**config.mk**
```make
export PLATFORM = sky130hd
export DESIGN_NAME = sync_length_frame_receiver_core
export DESIGN_NICKNAME = d
export VERILOG_FILES = /design/src/rtl/core/slfr_pkg.sv /design/src/rtl/core/sync_length_frame_receiver_core.sv
export SDC_FILE = /design/constraint.sdc
export NUM_CORES = 1
export LEC_CHECK = 0
export BUFFER_PORTS_ARGS = -buffer_cell sky130_fd_sc_hd__buf_2
export CORE_MARGIN = 4
export CORE_UTILIZATION = 55
export DETAILED_ROUTE_END_ITERATION = 8
export PLACE_DENSITY = 0.82
export SYNTH_ARGS = -nofsm -noshare
export SYNTH_HDL_FRONTEND = slang
export SYNTH_SLANG_ARGS = --single-unit
export TNS_END_PERCENT = 10
```
**constraint.sdc**
```tcl
create_clock -name clk -period 8.1 [get_ports clk]
set_input_delay 1.62 -clock clk [delete_from_list [all_inputs] [get_ports clk]]
set_output_delay 1.62 -clock clk [all_outputs]
set_load 0.005 [all_outputs]
```
**src/rtl/core/slfr_pkg.sv**
```systemverilog
`default_nettype none

package slfr_pkg;

    localparam logic [7:0]  SYNC_FIRST  = 8'hEA;
    localparam logic [7:0]  SYNC_SECOND = 8'hEF;
    localparam logic [15:0] LEN_OFFSET  = 16'd2;

    // result queue, needs room for the two sync transactions
    localparam int Q_DEPTH = 4;
    localparam int PTR_W   = (Q_DEPTH > 1) ? $clog2(Q_DEPTH) : 1;
    localparam int CNT_W   = $clog2(Q_DEPTH + 1);

    typedef enum logic [1:0] {
        PH_HUNT      = 2'd0,
        PH_GOT_FIRST = 2'd1,
        PH_GOT_SYNC  = 2'd2,
        PH_READING   = 2'd3
    } phase_t;

    typedef struct packed {
        logic [7:0] data_byte;
        logic       end_of_frame;
        logic       last_in_run;
    } result_t;

    function automatic logic [PTR_W-1:0] ptr_inc(input logic [PTR_W-1:0] ptr);
        logic [PTR_W-1:0] nxt;
        if (ptr == PTR_W'(Q_DEPTH - 1))
            nxt = '0;
        else
            nxt = ptr + PTR_W'(1);
        return nxt;
    endfunction

endpackage

`default_nettype wire

```
**src/rtl/core/sync_length_frame_receiver_core.sv**
```systemverilog
`default_nettype none

// Sync/length frame receiver. Takes one received byte per transaction on the
// input channel, hunts for the sync pair 0xEA 0xEF, then passes on the sync
// pair (two output transactions from the 0xEF byte), the length byte and the
// frame body, flagging end_of_frame on the byte that brings the 16-bit
// remaining count to zero (count loaded with length - 2, wrapping as 16-bit
// unsigned). Bytes seen while hunting, and a broken sync, give no output.
// last_in_run marks the final output transaction caused by one input byte.
// Rate: one input byte per clock sustained; each result is registered into the
// queue before it reaches the output. Results go through a 4-entry queue;
// in_stall is raised while fewer than two entries are free, so the input
// stalls only when the output side is itself stalled or after a sync pair
// has not drained. in_stall and out_valid come from registers only.
module sync_length_frame_receiver_core
(
    input  wire logic       clk,
    input  wire logic       rst_n,
    input  wire logic       in_valid,
    output logic            in_stall,
    input  wire logic [7:0] rx_byte,
    output logic            out_valid,
    input  wire logic       out_stall,
    output logic [7:0]      data_byte,
    output logic            end_of_frame,
    output logic            last_in_run
);
    import slfr_pkg::*;

    // frame tracking state
    phase_t      phase_reg, phase_next;
    logic [15:0] remaining_reg, remaining_next;

    // result queue
    result_t          q_reg [Q_DEPTH];
    logic [PTR_W-1:0] wr_ptr_reg, wr_ptr_next;
    logic [PTR_W-1:0] rd_ptr_reg, rd_ptr_next;
    logic [CNT_W-1:0] count_reg, count_next;

    logic       in_take;
    logic       out_take;
    logic [1:0] push_n;
    result_t    res0, res1;
    logic [15:0] base;
    logic [15:0] dec;

    assign in_stall  = (count_reg > CNT_W'(Q_DEPTH - 2));
    assign in_take   = in_valid && !in_stall;
    assign out_valid = (count_reg != '0);
    assign out_take  = out_valid && !out_stall;

    // count arithmetic: length byte loads length - 2, each byte from the length byte on decrements
    assign base = (phase_reg == PH_GOT_SYNC) ? ({8'h00, rx_byte} - LEN_OFFSET)
                                             : remaining_reg;
    assign dec  = base - 16'd1;

    // next state
    always_comb
    begin
        phase_next     = phase_reg;
        remaining_next = remaining_reg;
        if (in_take)
        begin
            unique case (phase_reg)
                PH_HUNT:
                begin
                    if (rx_byte == SYNC_FIRST)
                        phase_next = PH_GOT_FIRST;
                end
                PH_GOT_FIRST:
                begin
                    // any other byte, another 0xEA too, breaks the sync
                    if (rx_byte == SYNC_SECOND)
                        phase_next = PH_GOT_SYNC;
                    else
                        phase_next = PH_HUNT;
                end
                PH_GOT_SYNC, PH_READING:
                begin
                    remaining_next = dec;
                    phase_next     = (dec == 16'd0) ? PH_HUNT : PH_READING;
                end
            endcase
        end
    end

    // results of the accepted byte
    always_comb
    begin
        push_n = 2'd0;
        res0   = '{data_byte: rx_byte, end_of_frame: 1'b0, last_in_run: 1'b1};
        res1   = '{data_byte: SYNC_SECOND, end_of_frame: 1'b0, last_in_run: 1'b1};
        if (in_take)
        begin
            unique case (phase_reg)
                PH_HUNT:
                begin
                    push_n = 2'd0;
                end
                PH_GOT_FIRST:
                begin
                    if (rx_byte == SYNC_SECOND)
                    begin
                        push_n = 2'd2;
                        res0   = '{data_byte: SYNC_FIRST, end_of_frame: 1'b0,
                                   last_in_run: 1'b0};
                    end
                end
                PH_GOT_SYNC, PH_READING:
                begin
                    push_n = 2'd1;
                    res0   = '{data_byte: rx_byte, end_of_frame: (dec == 16'd0),
                               last_in_run: 1'b1};
                end
            endcase
        end
    end

    // queue pointers
    always_comb
    begin
        wr_ptr_next = wr_ptr_reg;
        rd_ptr_next = rd_ptr_reg;
        if (push_n == 2'd1)
            wr_ptr_next = ptr_inc(wr_ptr_reg);
        else if (push_n == 2'd2)
            wr_ptr_next = ptr_inc(ptr_inc(wr_ptr_reg));
        if (out_take)
            rd_ptr_next = ptr_inc(rd_ptr_reg);
        count_next = count_reg + CNT_W'(push_n) - CNT_W'(out_take);
    end

    always_ff @(posedge clk or negedge rst_n)
    begin
        if (!rst_n)
        begin
            phase_reg     <= PH_HUNT;
            remaining_reg <= 16'd0;
            wr_ptr_reg    <= '0;
            rd_ptr_reg    <= '0;
            count_reg     <= '0;
        end
        else
        begin
            phase_reg     <= phase_next;
            remaining_reg <= remaining_next;
            wr_ptr_reg    <= wr_ptr_next;
            rd_ptr_reg    <= rd_ptr_next;
            count_reg     <= count_next;
        end
    end

    // queue storage, payload only
    always_ff @(posedge clk)
    begin
        if (push_n != 2'd0)
            q_reg[wr_ptr_reg] <= res0;
        if (push_n == 2'd2)
            q_reg[ptr_inc(wr_ptr_reg)] <= res1;
    end

    assign data_byte    = q_reg[rd_ptr_reg].data_byte;
    assign end_of_frame = q_reg[rd_ptr_reg].end_of_frame;
    assign last_in_run  = q_reg[rd_ptr_reg].last_in_run;

endmodule

`default_nettype wire

```
==> results of run 1 <==
[synthesized netlist by cell type (2+ instances only)]
library cell   n  area [um^2]
a21oi_1       23        115.1
nand2b_1       5        31.28
nor2_1        23        86.33
nor3_1         4        20.02
o31ai_1        3        22.52
mux4_2        10        225.2
nor4_1         4        25.02
mux2_2         3        33.78
xnor2_1        7        61.31
clkbuf_1      12        45.04
o21a_1         2        15.01
dfxtp_1       40        800.8
nand3b_1       2        15.01
or3_1          2        12.51
o221ai_1       2        17.52
and3_2         2        15.01
a31o_2         3        26.28
xor2_1         3        26.28
a41oi_1        2        17.52
nand4b_1       5        43.79
buf_6          6        67.56
or4_2          2        17.52
nand4_1        3        18.77
a31oi_1        4        25.02
or2_2          2        12.51
o22a_1         3        26.28
inv_1         13        48.80
o211ai_1      17        127.6
o21ai_0       21        105.1
and3_1         3        18.77
o32a_1         2        20.02
dfrtp_1       25        625.6
ha_1          18        225.2
nand2_1       88        330.3
nor2b_1        6        37.54
nand3_1       30        150.1
mux2i_1        5        50.05
[cells by family after synthesis]
logic type,count (synthesis),synth area share
AO/OA/AOI/OAI,99,0.1797
XOR/XNOR,10,0.02279
adder cells (fa/ha/maj),19,0.06380
buffers and inverters,34,0.04850
flip-flops,65,0.3711
multiplexers,18,0.08040
AND/OR/NAND/NOR,188,0.2337
[worst paths after layout]
kind / startpoint / endpoint / depth (start not counted)
hold / removal: q_reg[0][7] / q_reg[0][7] / 2
max in group asynchronous: rst_n / phase_reg[0] / 1
setup reg to reg: phase_reg[0] / phase_reg[0] / 13
min in group asynchronous: rst_n / remaining_reg[15] / 1
setup / recovery: rx_byte[1] / phase_reg[0] / 11
hold reg to reg: q_reg[0][7] / q_reg[0][7] / 2
[routing by layer]
layer	GRT usage	vias to the layer above
met5	0	-
met4	0.09171	0
met3	0.04060	17
met2	0.3774	122
met1	0.3109	1566
li1	-	1596
[layout make-up]
cell class | count | area share
clock buffer | 10 | 0.03549
clock inverter | 6 | 0.02267
inverter | 13 | 0.01163
multi-input combinational | 334 | 0.5324
sequential | 65 | 0.3400
tap | 96 | 0.02863
timing repair buffer | 24 | 0.02923
[power by group]
group | total, uW | switching (uW) | internal [uW]
logic | 154 | 76.3 | 78.0
clock network | 338 | 142 | 195
registers | 375 | 38.2 | 337
[per-stage QoR]
step / instance area [um^2] / utilization / setup slack [ps] / std cells / total power, uW
CTS: 4195 / 0.6175 / 3403 / 548 / 869.8
floorplan: 3844 / - / 3814 / 433 / 495.0
finish: 4195 / 0.6175 / 3319 / 548 / 867.0
global route: 4195 / 0.6175 / 3048 / 548 / 915.5
global placement: 3951 / 0.5816 / 3239 / 532 / 529.5
detailed placement: 3951 / 0.5816 / 3041 / 532 / 535.2
[worst min-delay path, cell delays in order, from the launching register on]
cell	delay, ps
dfxtp_1	310
nand2_1	50
nand3_1	60
==> flow_summary.json, run 1 <==
{
  "crit_top_cell": "nand3_1",
  "hold_violations": 0,
  "drtIter0Drc": 227,
  "routed_wl_um": 9014,
  "antenna_found_initial": 0,
  "wl_met1_um": 4008,
  "area_delta_synth_final_pct": 9.147,
  "r2r_setup_slack_ps": 4050,
  "grt_first_pass_wirelength_um": 15640,
  "cts-root-buf": "clkbuf_8",
  "wl_met3_um": 527,
  "synth_warnings": 0,
  "syn-mean-instance-area_um2": 8.877,
  "vias": 3301,
  "slowest_delay_ps": 690,
  "antenna_left": 0,
  "cp-start-kind": "input port",
  "status": "completed",
  "seqCellArea_um2": 1426,
  "synth-edff-count": 0,
  "largest_reg_flops": 40,
  "post-route-period-util": 0.5903,
  "multi_input_area_um2": 2233,
  "cts_sinks": 65,
  "avgRoutedWirePerCell_um": 16.45,
  "synth_cell_types": 65,
  "routed.top_layer": "met4",
  "core_area_um2": 6794,
  "clk_path_buf_depth": 2,
  "syn_area_um2": 3844,
  "post_drt_via_cell_ratio": 6.024,
  "synth_ff_type": "dfxtp_1",
  "crit_type": "in2reg",
  "rows": 30,
  "syn_nets": 464,
  "cts_max_level": 3,
  "fillers": 549,
  "die-area_um2": 8390,
  "synth-async-reset-ratio": 0.3846,
  "dieHeight_um": 91.60,
  "postCtsResizedCells": 0,
  "end_kind": "flip-flop",
  "slew_headroom": 0.3743,
  "n_antenna_cell": 0,
  "crit_buf_inv": 2,
  "dr.pass1.iters": 5,
  "cts_hold_buf": 0,
  "mostFrequentLayoutCells": "nand2_1 (88), dfxtp_1 (40), nand3_1 (30)",
  "clk_latency_ps": 350,
  "cts_made_buffers": 9,
  "ir_drop_uv": 103.9,
  "grt_pass1_vias": 3144,
  "path_clk_slew_ps": 80,
  "numPortBuffers": 23,
  "power.density_nw_per_um2": 206.7,
  "wl_met2_um": 4316,
  "worstPathMaxFanout": 7,
  "initial_core_util": 0.5657,
  "place_congestion": 0.9241,
  "drive_above_1_share": 0.1593,
  "maxSlewViolCount": 0,
  "cpMaxStageDelayCell": "a2111oi_0",
  "fmaxAchievable_mhz": 209.2,
  "min_path_type": "reg2reg",
  "nets": 478,
  "mostFrequentLayoutCell": "nand2_1",
  "crit_family": "compound AO/OA/AOI/OAI gates",
  "grt_usage": 0.2337,
  "cts_tree": "built",
  "yosysSeqAreaShare": 0.3711,
  "ys_seq_elements": 65,
  "fin_crit_ps": 4781,
  "rsz0062_at_grt": "no",
  "gr-total-overflow": 0,
  "maxCapViolations": 0,
  "leakagePower_uw": 0.001776,
  "cp_cell_sequence": "buf_2 > inv_1 > ha_1 > nor3b_1 > or4_2 > nand3_1 > o21ai_0 > o221ai_1 > a2111oi_0 > nand3_1 > a221o_1",
  "postCtsSetupBuffers": 0,
  "holdWs_ps": 471.1,
  "syn_inst": 433,
  "io-pin-count": 24,
  "grt_max_degree": 34,
  "dp_hpwl_um": 6348,
  "fin_setup_tns_ps": 0,
  "die_w_um": 91.60,
  "worstPathArrival_ps": 5020,
  "drc": 0,
  "setup_viol": 0,
  "fin_worst_skew_ps": 6.118,
  "required_ps": 8340,
  "max_slew.worst_pin.slew_ps": 936.0
}
Note: power is estimated with default switching activity, not from simulation.
==> run 2, diff against run 1 <==
ABC_AREA = 1   (was unset)
PLACE_DENSITY = 0.85   (was 0.82)
clock period = 4.1 ns   (was 8.1 ns; I/O delays follow)
==> run 2 against run 1 <==
Area after synthesis up 1.3%; flip-flop and latch count unchanged; via count up 13%; cell area up 1.6%; critical path depth down 7; largest power group is now combinational cells; worst hold slack worse by 18 ps; clock-buffer cell count unchanged; clock skew up 2.7 ps; critical path type is now reg2out; register-to-register slack worse by 2900 ps; largest cell class unchanged.
==> flow_summary.json, run 2 <==
{
  "clk_latency_ps": 360,
  "fillers": 618,
  "vias": 3723,
  "setup_viol": 0,
  "yosysTopAreaCell": "dfxtp_1",
  "synth_cell_types": 33,
  "synth_warnings": 0,
  "cts_hold_buf": 0,
  "dp_hpwl_um": 6828,
  "yosysMostFrequentCell": "nand2_1",
  "hold_violations": 0,
  "cts_made_buffers": 9,
  "ys_seq_elements": 65,
  "fin_util": 0.6242,
  "path_clk_slew_ps": 80,
  "syn_nets": 582,
  "cts_tree": "built",
  "rows": 30,
  "cts_sinks": 65,
  "max_slew.worst_pin.slew_ps": 721.4,
  "dieHeight_um": 92.13,
  "synth-async-reset-ratio": 0.3846,
  "clk_path_buf_depth": 2,
  "end_kind": "output pin",
  "dr.pass1.iters": 5,
  "drive_above_1_share": 0.1319,
  "avgRoutedWirePerCell_um": 13.93,
  "die_w_um": 92.13,
  "worstPathArrival_ps": 2240,
  "mostFrequentLayoutCell": "nand2_1",
  "cts_max_level": 3,
  "place_congestion": 0.9122,
  "grt_max_degree": 26,
  "cts-root-buf": "clkbuf_8",
  "grt_usage": 0.2404,
  "nets": 602,
  "postCtsSetupBuffers": 0,
  "fin_setup_tns_ps": 0,
  "cp-start-kind": "flip-flop",
  "io-pin-count": 24,
  "worstPathMaxFanout": 23,
  "syn_inst": 551,
  "mostFrequentLayoutCells": "nand2_1 (154), nor2_1 (59), inv_1 (52)",
  "n_antenna_cell": 0,
  "crit_type": "reg2out",
  "synth-edff-count": 0,
  "fmaxAchievable_mhz": 326.3,
  "power.density_nw_per_um2": 771.6,
  "syn-mean-instance-area_um2": 7.064,
  "post_drt_via_cell_ratio": 5.540,
  "drc": 0,
  "antenna_left": 0,
  "maxSlewViolCount": 0,
  "numPortBuffers": 23,
  "syn_area_um2": 3892,
  "yosysSeqAreaShare": 0.3664,
  "maxCapViolations": 0,
  "gr-total-overflow": 0,
  "antenna_found_initial": 0,
  "leakagePower_uw": 0.002116,
  "status": "completed",
  "grt_pass1_vias": 3584,
  "yosysTopAreaCellShare": 0.2057,
  "grt_first_pass_wirelength_um": 16270,
  "fin_crit_ps": 3065,
  "synth_area_leaders": "dfxtp_1 (21%), dfrtp_1 (16%), nand2_1 (15%)",
  "die-area_um2": 8487,
  "largest_reg_flops": 40,
  "post-route-period-util": 0.7475,
  "required_ps": 3280,
  "fin_worst_skew_ps": 8.782,
  "min_path_type": "in2async",
  "initial_core_util": 0.5698,
  "synth_ff_type": "dfxtp_1",
  "drtIter0Drc": 298,
  "yosys-top-cells-count": "nand2_1 (154), nor2_1 (59), inv_1 (52)",
  "routed_wl_um": 9361,
  "ir_drop_uv": 394.4,
  "rsz0062_at_grt": "no",
  "area_delta_synth_final_pct": 9.547,
  "slew_headroom": 0.5191,
  "postCtsResizedCells": 0,
  "core_area_um2": 6832
}
-- run 2: cell families after synthesis --
kind of cell | Yosys count | share of synthesized area
flops | 65 | 0.3664
buf+inv | 74 | 0.07682
xor+xnor | 4 | 0.009002
compound gates | 97 | 0.1440
simple gates | 292 | 0.3407
fa+ha+maj | 19 | 0.06300
-- run 2: metal layers --
layer	track usage	wire [um]
met5	0	0
met4	0.07921	198
met3	0.07055	692
met2	0.4112	4563
met1	0.2886	3907
-- run 2: path summary, 6_finish.rpt --
path	from	end	slack, ps	cells past startpoint
worst max-delay path	rd_ptr_reg[0]	data_byte[0]	1040	4
min in group clk	q_reg[2][5]	q_reg[2][5]	480	2
worst min register to register	q_reg[2][5]	q_reg[2][5]	480	2
max in group asynchronous	rst_n	remaining_reg[11]	3260	1
worst max register to register	phase_reg[1]	q_reg[0][1]	1190	17
worst min-delay path	rst_n	phase_reg[1]	450	1
-- run 2: through the flow --
step	instance area, um^2	hold WS, ps	setup WS [ps]	total power [uW]	instances
after detailed placement	4060	458.1	833.5	2723	656
after global routing	4264	476.0	793.8	3608	672
after global placement	4060	453.4	1024	2636	656
after CTS	4264	465.5	1076	3290	672
final	4264	453.4	1035	3290	672
after floorplan	3892	436.8	1123	2300	551
-- run 2: worst max-delay path, stage by stage, from the launching register on --
cell and delay, ps:
dfrtp_1 810, inv_1 500, o21ai_0 320, o22ai_1 110, buf_2 140
-- run 2: final cells by class --
cell class / instances / area (um^2) / share of cell area
Clock buffer: 10 / 137.6 / 0.03228
Clock inverter: 6 / 66.31 / 0.01555
Inverter: 59 / 224.0 / 0.05252
Multi-Input combinational cell: 412 / 2167 / 0.5082
Timing Repair Buffer: 24 / 122.6 / 0.02876
Sequential cell: 65 / 1426 / 0.3345
Tap cell: 96 / 120.1 / 0.02817
-- run 2: where the power goes --
group | internal, uW | switching, uW | total, uW
Combinational | 611 | 988 | 1600
Sequential | 926 | 201 | 1130
Clock | 298 | 266 | 564
Total | 1840 | 1450 | 3290
==> run 3, diff against run 2 <==
clock period = 2.48 ns   (was 4.1 ns; I/O delays follow)
==> run 3 against run 2 <==
Clock skew rose by 1.7 ps; largest cell class unchanged; register-to-register slack got worse by 1100 ps; critical endpoint is now q_reg[0][1]; critical path depth rose by 12; cell area rose by 7.9%.
==> flow_summary.json, run 3 (synthesized netlist as in run 2, its figures left out) <==
{
  "mostFrequentLayoutCell": "nand2_1",
  "dieHeight_um": 92.13,
  "p_int_uw": 3198,
  "worstPathMaxFanout": 8,
  "cts_made_buffers": 9,
  "avgRoutedWirePerCell_um": 13.61,
  "grt_pass1_vias": 3679,
  "io-pin-count": 24,
  "crit_type": "reg2reg",
  "drtIter0Drc": 231,
  "routed_wl_um": 9608,
  "antenna_left": 0,
  "cts_max_level": 3,
  "end_kind": "flip-flop",
  "slew_headroom": 0.5656,
  "clk_latency_ps": 350,
  "leakagePower_uw": 0.002287,
  "dr.pass1.iters": 5,
  "ir_drop_uv": 560.0,
  "power_frac_seq": 0.320,
  "fillers": 581,
  "place_congestion": 0.9006,
  "gr-total-overflow": 0,
  "n_antenna_cell": 0,
  "area_delta_synth_final_pct": 18.23,
  "antenna_found_initial": 0,
  "vias": 3782,
  "hold_violations": 0,
  "maxSlewViolCount": 0,
  "netSwitchingFraction": 0.4350,
  "clk_path_buf_depth": 2,
  "clkPwrFrac": 0.171,
  "post-route-period-util": 0.9530,
  "initial_core_util": 0.5698,
  "cts_hold_buf": 0,
  "cts-root-buf": "clkbuf_8",
  "multi_input_area_um2": 2232,
  "cts_sinks": 65,
  "grt_max_degree": 26,
  "fin_setup_tns_ps": 0,
  "power.switching_uw": 2462,
  "status": "completed",
  "die-area_um2": 8487,
  "core_area_um2": 6832,
  "grt_first_pass_wirelength_um": 16210,
  "post_drt_via_cell_ratio": 5.357,
  "required_ps": 2760,
  "dp_hpwl_um": 6887,
  "mostFrequentLayoutCells": "nand2_1 (152), nor2_1 (54), inv_1 (50)",
  "path_clk_slew_ps": 80,
  "maxCapViolations": 0,
  "fin_worst_skew_ps": 10.48,
  "comb_power_share": 0.509,
  "die_w_um": 92.13,
  "rsz0062_at_grt": "yes",
  "grt_usage": 0.2362,
  "cts_tree": "built",
  "setup_viol": 0,
  "max_slew.worst_pin.slew_ps": 650.9,
  "min_path_type": "in2async",
  "largest_reg_flops": 40,
  "rows": 30,
  "drive_above_1_share": 0.2098,
  "fin_crit_ps": 2364,
  "numPortBuffers": 23,
  "power.density_nw_per_um2": 1230,
  "fmaxAchievable_mhz": 423.1,
  "pre_cts_slack_ps": -22.66,
  "drc": 0,
  "cp-start-kind": "flip-flop",
  "setup_ws_ps": 116.5,
  "seqCellArea_um2": 1429,
  "worstPathArrival_ps": 2650,
  "nets": 636
}
[run 3: cell count changes in the layout (fill, tap and decap cells not counted), sizes merged]
cell / before / now
buf: 24 / 58
clkinv: 4 / 5
clkinvlp: 1 / 0
[run 3: power groups by stage]
stage / sequential [uW] / clock (uW) / combinational [uW]
finish: 1810 / 968 / 2880
global route: 1870 / 1030 / 3290
CTS: 1800 / 973 / 2800
detailed placement: 1820 / 0 / 2780
global placement: 1800 / 0 / 2680
floorplan: 1740 / 0 / 2100
[run 3: area by class of cell]
cell class | instances | share of cell area
sequential | 65 | 0.3105
timing repair buffer | 58 | 0.08293
multi-input combinational | 412 | 0.4850
clock buffer | 10 | 0.03235
inverter | 59 | 0.04921
clock inverter | 6 | 0.01387
tap | 96 | 0.02610
[run 3: timing repair]
action / CTS / global route
endpoints found under the setup margin: 0 / 7
setup buffers: 0 / 8
gates resized for setup: 0 / 17
[run 3: path summary, 6_finish.rpt]
path | from | end | slack (ps) | cells past startpoint
worst max register to register | phase_reg[1] | q_reg[0][1] | 120 | 16
worst min-delay path | rst_n | remaining_reg[15] | 140 | 1
max in group asynchronous | rst_n | phase_reg[0] | 1920 | 1
min in group clk | q_reg[2][3] | q_reg[2][3] | 470 | 2
worst min register to register | q_reg[2][3] | q_reg[2][3] | 470 | 2
worst max-delay path | phase_reg[1] | q_reg[0][1] | 120 | 16
[run 3: through the flow]
step / std cells / total power, uW / instance area (um^2) / hold slack (ps) / utilization
after floorplan: 551 / 3840 / 3915 / 200.4 / -
after global placement: 682 / 4474 / 4268 / 451.8 / 0.6247
after detailed placement: 682 / 4601 / 4268 / 450.6 / 0.6247
after CTS: 698 / 5577 / 4481 / 163.5 / 0.6559
after global routing: 706 / 6185 / 4602 / 177.7 / 0.6736
final: 706 / 5660 / 4602 / 136.7 / 0.6736
[run 3: critical path: stages, from the launching register on]
cell	delay, ps
dfrtp_2	490
nand2_4	140
nand2_1	80
nand2_2	100
ha_4	140
inv_1	40
nor2_1	100
nand2_2	80
nor2_2	120
nand2_2	90
nor2_4	150
nand3_1	100
nand2_1	100
nand3_1	90
nor2_2	150
nand3_2	150
a21oi_2	160
[run 3: routing by layer]
metal | vias up | share of wire | wire length [um] | track usage
met2 | 122 | 0.49 | 4673 | 0.4027
met4 | 0 | 0.021 | 198 | 0.1002
met5 | - | 0 | 0 | 0
met1 | 1727 | 0.43 | 4135 | 0.2902
li1 | 1909 | - | - | -
met3 | 24 | 0.063 | 601 | 0.04594
